<file path="src/sv/spi_pkg.sv">
// Package for the segment intersection point block: widths, item types.
// Used by every module of the block; depends on nothing.
package spi_pkg;

  localparam int CoordW = 16;
  localparam int DiffW  = CoordW + 1;
  localparam int ProdW  = 2 * DiffW;
  localparam int CrossW = ProdW + 1;
  localparam int RemW   = CrossW + 2;
  localparam int QueueDepth = 4;

  typedef struct packed {
    logic signed [CoordW-1:0] ax;
    logic signed [CoordW-1:0] ay;
    logic signed [CoordW-1:0] bx;
    logic signed [CoordW-1:0] by;
    logic signed [CoordW-1:0] cx;
    logic signed [CoordW-1:0] cy;
    logic signed [CoordW-1:0] dx;
    logic signed [CoordW-1:0] dy;
  } in_item_t;

  typedef struct packed {
    logic                     hit;
    logic signed [CoordW-1:0] px;
    logic signed [CoordW-1:0] py;
  } out_item_t;

  // Classified work handed from the front to the back.
  typedef struct packed {
    logic                     hit;
    logic [CrossW-1:0]        den;
    logic [CrossW-1:0]        num;
    logic [DiffW-1:0]         mx;
    logic [DiffW-1:0]         my;
    logic                     negx;
    logic                     negy;
    logic signed [CoordW-1:0] ax;
    logic signed [CoordW-1:0] ay;
  } work_t;

endpackage

</file>
<file path="src/sv/spi_queue.sv">
// Short queue of classified work between the front and the back.
// Depends on spi_pkg.
module spi_queue (
  input  logic           clk_i,
  input  logic           rst_ni,
  input  logic           push_i,
  input  spi_pkg::work_t work_i,
  output logic           full_o,
  input  logic           pop_i,
  output logic           empty_o,
  output spi_pkg::work_t work_o
);

  localparam int Depth = spi_pkg::QueueDepth;
  localparam int PtrW  = $clog2(Depth);

  spi_pkg::work_t mem_q [Depth];
  logic [PtrW-1:0] wr_q, rd_q;
  logic [PtrW:0]   cnt_q;

  assign full_o  = cnt_q == (PtrW+1)'(Depth);
  assign empty_o = cnt_q == '0;
  assign work_o  = mem_q[rd_q];

  always_ff @(posedge clk_i or negedge rst_ni) begin
    if (!rst_ni) begin
      wr_q  <= '0;
      rd_q  <= '0;
      cnt_q <= '0;
    end else begin
      if (push_i) wr_q <= wr_q + 1'b1;
      if (pop_i)  rd_q <= rd_q + 1'b1;
      cnt_q <= cnt_q + (PtrW+1)'(push_i) - (PtrW+1)'(pop_i);
    end
  end

  always_ff @(posedge clk_i) begin
    if (push_i) mem_q[wr_q] <= work_i;
  end

endmodule

</file>
<file path="config.mk">
export PLATFORM = sky130hd
export DESIGN_NAME = spi_queue
export DESIGN_NICKNAME = d
export VERILOG_FILES = /design/src/sv/spi_pkg.sv /design/src/sv/spi_queue.sv
export SDC_FILE = /design/constraint.sdc
export NUM_CORES = 1
export LEC_CHECK = 0
export ABC_AREA = 1
export ABC_CLOCK_PERIOD_IN_PS = 12350
export BUFFER_PORTS_ARGS = -buffer_cell sky130_fd_sc_hd__buf_2
export CORE_MARGIN = 3
export CORE_UTILIZATION = 40
export CTS_CLUSTER_SIZE = 30
export DETAILED_ROUTE_END_ITERATION = 6
export GPL_TIMING_DRIVEN = 0
export PLACE_DENSITY_LB_ADDON = 0.1
export SLEW_MARGIN = 20
export SYNTH_ARGS = -nofsm -noshare
export SYNTH_HDL_FRONTEND = slang
export SYNTH_SLANG_ARGS = --single-unit
</file>
<file path="constraint.sdc">
create_clock -name clk_i -period 12.35 [get_ports clk_i]
set_clock_uncertainty 0.05 [all_clocks]
set_input_delay 1.8525 -clock clk_i [delete_from_list [all_inputs] [get_ports clk_i]]
set_output_delay 1.8525 -clock clk_i [all_outputs]
set_load 0.01 [all_outputs]
</file>
==> results.toml, run 1 <==
[floorplanning]
io_pins = 284
dieArea_sq_um = 62350
die_w_um = 249.7
row_count = 88
core_sq_um = 58250
initial_utilization_pct = 40.78
die_h_um = 249.7

[placed_design]
dp_hpwl_mm = 35.63
numPortBuffers = 283
place_ws_ps = 8436
dp_cells = 3276
gp_congestion = 0.7435

[global_routing]
grt_antenna_before_repair = 18
overflow = 0
grt_max_degree = 82
grt_usage_pct = 18.72
grt_pass1_wl_mm = 89.33
first_global_vias = 15290

[setup_path]
critPathArrivalTime_ps = 2370
critical_path.max_stage_delay_ps = 450
crit_chain = "inv_2 -> buf_2 -> buf_2 -> nand2_1 -> nand3_1 -> nand2_1 -> buf_2"
r2r_slack_ps = 10140
path_buf_inv = 4
critPathKind = "flop to primary output"
end_kind = "primary output"
ff2ff_path_depth = 4
critPathTopFamily = "buffers and inverters"
slowest_stage = "buf_2"
start_kind = "flop"
r2r_start = "wr_q[0]"
critPathRequiredTime_ps = 10450
cpMostUsedCell = "buf_2"
critPathMaxFanout = 10
reg2reg_to = "mem_q[3][81]"

[clocking]
postCtsResizedCells = 0
cts_setup_buffers = 0
cts-root-buf = "clkbuf_16"
clkSinkCount = 563
hold_buffers = 0
numCtsBuffers = 60
cts_tree = "yes"
worstSkewPairLatency_ps = 610
cts.clk_slew.worst_paths_ps = 60
cts_buffer_depth = 3
htree_levels = 2

[synth]
synth_seq_cells = 563
avgSynthCellArea_sq_um = 10.68
syn_area_sq_um = 23750
syn_inst = 2224
ys_warn_count = 0
yosys.cell_types.count = 16
seq_area_frac_synth_pct = 71.02
synth_nets = 2374

[detailed_routing]
vias = 15360
totalWireLength_mm = 58.57
antenna_left = 0
drt_iter0_markers = 800
viasPerCell = 4.525
drc = 0
drt_pass1_iterations = 5
drt-wirelength-per-cell_um = 17.25

[sta]
tightestPinTransition_ps = 710.8
setup_slack_ps = 8078
finalSetupViolations = 0
rsz0062_at_grt = "false"
timing.final.crit_share_pct = 34.59
fmax_ghz = 0.2341
hold_viol = 0
setup_tns_ps = 0
period_needed_ps = 4272
maxSlewHeadroom_pct = 52.62
slew_violations = 0

[power_and_ir_drop]
powerDensity_nw_per_um2 = 242.6
irDropWorstVdd_mv = 0.1420
fin_total_pwr_mw = 6.837
leakage_nw = 13.16

[outcome]
status = "finished clean"

[worst_hold_path]
hp-class = "flop to flop"
worstHoldEndpoint = "cnt_q[2]"
holdCritStartpoint = "cnt_q[1]"
holdPathStages = 2

[finish]
nets = 2723
layout.cells.non_filler = 3395
fin_util_pct = 48.38
area_growth_syn_to_layout_pct = 18.64
drive_gt1_share_pct = 17.39
final_cell_mix = "nand2_1, inv_1, edfxtp_1, buf_2, nand3_1"
final_common_cell = "nand2_1"

[job]
drv_cap = 0
routing by layer:
metal	global-route usage [%]	routed length, um	up-vias
met5	0	90	-
met4	6.134	1559	14
met3	4.221	3300	106
met2	31.30	27920	316
met1	24.22	25700	7280
li1	-	-	7645
synthesized netlist by cell type, drive strengths merged:
cell    instances  area share, %
nor3            2          0.042
nand2         706             11
ha              6           0.32
buf            82            2.2
dfrtp           7           0.74
inv           570            9.0
nand3         279            5.9
o21ai           1          0.021
fa              1          0.084
xor2            3           0.11
clkbuf         11           0.17
edfxtp        556             70
worst max-delay path by stage:
| stage | from | to | slack [ps] | cells past startpoint |
|---|---|---|---|---|
| final | rd_q[0] | work_o[114] | 8080 | 7 |
| after global routing | rd_q[0] | work_o[81] | 7920 | 7 |
| after floorplan | push_i | mem_q[1][0] | 6980 | 3 |
| after CTS | rd_q[0] | work_o[76] | 7970 | 7 |
| after detailed placement | push_i | mem_q[3][96] | 8440 | 5 |
| after global placement | push_i | mem_q[1][99] | 4100 | 4 |
worst register-to-register path, delay by kind of cell (launching register included):
family	cells	cell delay [ps]
fa+ha+maj	1	170
flops	1	430
buf+inv	2	910
simple gates	1	130
sequential cells by signal (all words and copies together), names as in the netlist:
name	count
wr_q	2
mem_q	556
cnt_q	3
rd_q	2
final cells by class:
cell class              count  area [sq um]
repair buffers            287          1526
inverters                 570          2170
well taps                 765         957.2
flip-flops and latches    563         16870
multi-input cells         998          4183
clock inverters            40         351.6
diodes                      8         20.02
fillers                  5400         30060
plain buffers              93         560.5
clock buffers              71          1543
cells by family after synthesis:
| kind of cell | count (synthesis) | synth area share [%] |
|---|---|---|
| AND/OR/NAND/NOR | 987 | 17.08 |
| buffers and inverters | 663 | 11.37 |
| flip-flops | 563 | 71.02 |
| adder cells (fa/ha/maj) | 7 | 0.4003 |
| XOR/XNOR | 3 | 0.1106 |
| AO/OA/AOI/OAI | 1 | 0.02105 |
power breakdown:
part,total (mW),switching [mW],internal [mW]
clock network,1.73,0.721,1.01
registers,2.57,0.0701,2.50
logic,2.54,1.75,0.787
total,6.84,2.54,4.30
through the flow:
| step | hold slack (ps) | instance area (sq um) |
|---|---|---|
| final | 511.9 | 28180 |
| after global routing | 543.9 | 28170 |
| after CTS | 503.7 | 28160 |
| after detailed placement | 481.8 | 26270 |
| after global placement | 465.1 | 26130 |
| after floorplan | 434.6 | 23750 |
(Power assumes the default switching activity.)
==> inputs of run 2 (changes only) <==
ABC_CLOCK_PERIOD_IN_PS = 3810   (was 12350)
clock period = 3.81 ns   (was 12.35 ns; I/O delays follow)
==> run 2 against run 1 <==
Utilization increased by 0.92 points. Sequential share of layout area decreased by 1.1 points. Via count increased by 0.31%. Worst setup slack got worse by 7300 ps. Flip-flop and latch count unchanged. Critical path depth unchanged. Routed wire length increased by 0.72%. Global-route usage about the same. Non-clock buffer count increased by 20. Combinational power increased to 3.3 times the previous value. Design area increased by 1.9%. Register-to-register slack got worse by 8600 ps. Critical path type unchanged.
==> results.toml, run 2 (same netlist as run 1, synthesis figures left out) <==
[detailed_routing]
drt_pass1_iterations = 5
totalWireLength_mm = 58.99
drt_iter0_markers = 823
drt-wirelength-per-cell_um = 17.26
vias = 15410
drc = 0
viasPerCell = 4.508
antenna_left = 0

[sta]
timing.final.crit_share_pct = 78.81
holdWs_ps = 153.6
rsz0062_at_grt = "false"
slew_violations = 0
period_needed_ps = 3003
finalSetupViolations = 0
hold_viol = 0
tightestPinTransition_ps = 764.4
maxSlewHeadroom_pct = 49.04
fmax_ghz = 0.3330

[power_and_ir_drop]
irDropWorstVdd_mv = 0.3780
leakage_nw = 13.36
clkPwrFrac_pct = 26.4
p_seq_share_pct = 36.4
internal_power_mw = 14.47
p_switching_mw = 8.330
p_sw_share_pct = 36.54
powerDensity_nw_per_um2 = 793.9
power_frac_comb_pct = 37.1

[global_routing]
grt_max_degree = 28
first_global_vias = 14960
grt_antenna_before_repair = 15
grt_pass1_wl_mm = 88.91
grt_usage_pct = 18.75
overflow = 0

[setup_path]
critical_path.max_stage_delay_ps = 470
critPathArrivalTime_ps = 2380
crit_chain = "inv_2 -> buf_2 -> buf_2 -> nand2_1 -> nand3_1 -> nand2_1 -> buf_2"
end_kind = "primary output"
slowest_stage = "buf_2"
critPathMaxFanout = 10
cpMostUsedCell = "buf_2"
critPathKind = "flop to primary output"
critPathRequiredTime_ps = 3190
path_buf_inv = 4
start_kind = "flop"
critPathTopFamily = "buffers and inverters"

[finish]
area_growth_syn_to_layout_pct = 20.88
ff_latch_area_sq_um = 16870
nets = 2749
drive_gt1_share_pct = 18.03
layout.cells.non_filler = 3418
final_area_sq_um = 28720
final_common_cell = "nand2_1"
fin_util_pct = 49.30
largest_reg_flops = 556
largest_register = "mem_q"
multi_input_area_sq_um = 4183
nFillCells = 5322
final_cell_mix = "nand2_1, inv_1, edfxtp_1, buf_2, nand3_1"
largest_registers = "mem_q: 556 flops, cnt_q: 3 flops"

[floorplanning]
core_sq_um = 58250
die_w_um = 249.7
row_count = 88
die_h_um = 249.7
io_pins = 284
initial_utilization_pct = 40.78
dieArea_sq_um = 62350

[clocking]
clkSinkCount = 563
cts_tree = "yes"
htree_levels = 3
postCtsResizedCells = 0
worstSkewPairLatency_ps = 570
cts_buffer_depth = 3
numCtsBuffers = 66
cts-root-buf = "clkbuf_16"
cts.clk_slew.worst_paths_ps = 50
cts_setup_buffers = 0

[placed_design]
numPortBuffers = 283
dp_hpwl_mm = 37.59
dp_cells = 3295
gp_congestion = 0.7517
placed_area_sq_um = 26630

[worst_hold_path]
hp-class = "input pin to flop"

[outcome]
status = "finished clean"

[job]
drv_cap = 0
-- run 2: cell types whose count changed in the layout (fill, tap and decap cells not counted), moves of 2 or more --
cell / previous run / this run
buf_12: 0 / 20
bufinv_16: 6 / 4
clkbuf_1: 22 / 27
clkbuf_16: 60 / 71
clkinv_1: 19 / 15
clkinv_2: 10 / 6
clkinvlp_4: 1 / 5
inv_8: 4 / 0
-- run 2: power groups by stage --
| stage | combinational (mW) | sequential (mW) | clock [mW] |
|---|---|---|---|
| finish | 8.47 | 8.31 | 6.03 |
| global route | 9.44 | 8.39 | 6.46 |
| CTS | 8.69 | 8.31 | 6.17 |
| detailed placement | 8.66 | 8.44 | 0 |
| global placement | 8.27 | 8.64 | 0 |
| floorplan | 4.82 | 8.50 | 0 |
-- run 2: timing repair --
action | CTS | global route
endpoints found under the hold margin | 7 | 0
hold buffers | 1 | 0
setup endpoints to repair | 0 | 0
-- run 2: layout make-up --
cell class                      instances  share of cell area, %
Tap cell                              765                  3.333
Buffer                                 93                  1.952
Clock buffer                           87                  6.397
Clock inverter                         27                 0.7756
Multi-Input combinational cell        998                  14.57
Antenna cell                            8                0.06972
Sequential cell                       563                  58.75
Timing Repair Buffer                  307                  6.649
Inverter                              570                  7.503
-- run 2: final timing paths --
path | slack, ps | from | end | depth (start not counted)
min in group asynchronous | 300 | rst_ni | cnt_q[0] | 2
max in group asynchronous | 3240 | rst_ni | rd_q[0] | 2
worst min register to register | 500 | wr_q[0] | wr_q[0] | 1
worst min-delay path | 150 | work_i[37] | mem_q[1][37] | 1
worst max register to register | 1540 | wr_q[0] | mem_q[1][97] | 6
worst max-delay path | 810 | rd_q[0] | work_o[7] | 7
-- run 2: stage by stage --
step / setup slack (ps) / TNS, ps / power, mW
floorplan: 476.7 / 0 / 13.31
global placement: -1902 / -1001030 / 16.92
detailed placement: 1217 / 0 / 17.09
CTS: 677.7 / 0 / 23.18
global route: 608.7 / 0 / 24.29
finish: 807.2 / 0 / 22.80
-- run 2: routing by layer --
layer  wire length, um  share of wire [%]  global-route usage (%)  up-vias
met4              1055                1.8                   5.570       12
li1                  -                  -                       -     7701
met5                88               0.15                       0        -
met2             28350                 48                   30.73      363
met3              4024                6.8                   4.502       81
met1             25470                 43                   24.85     7251
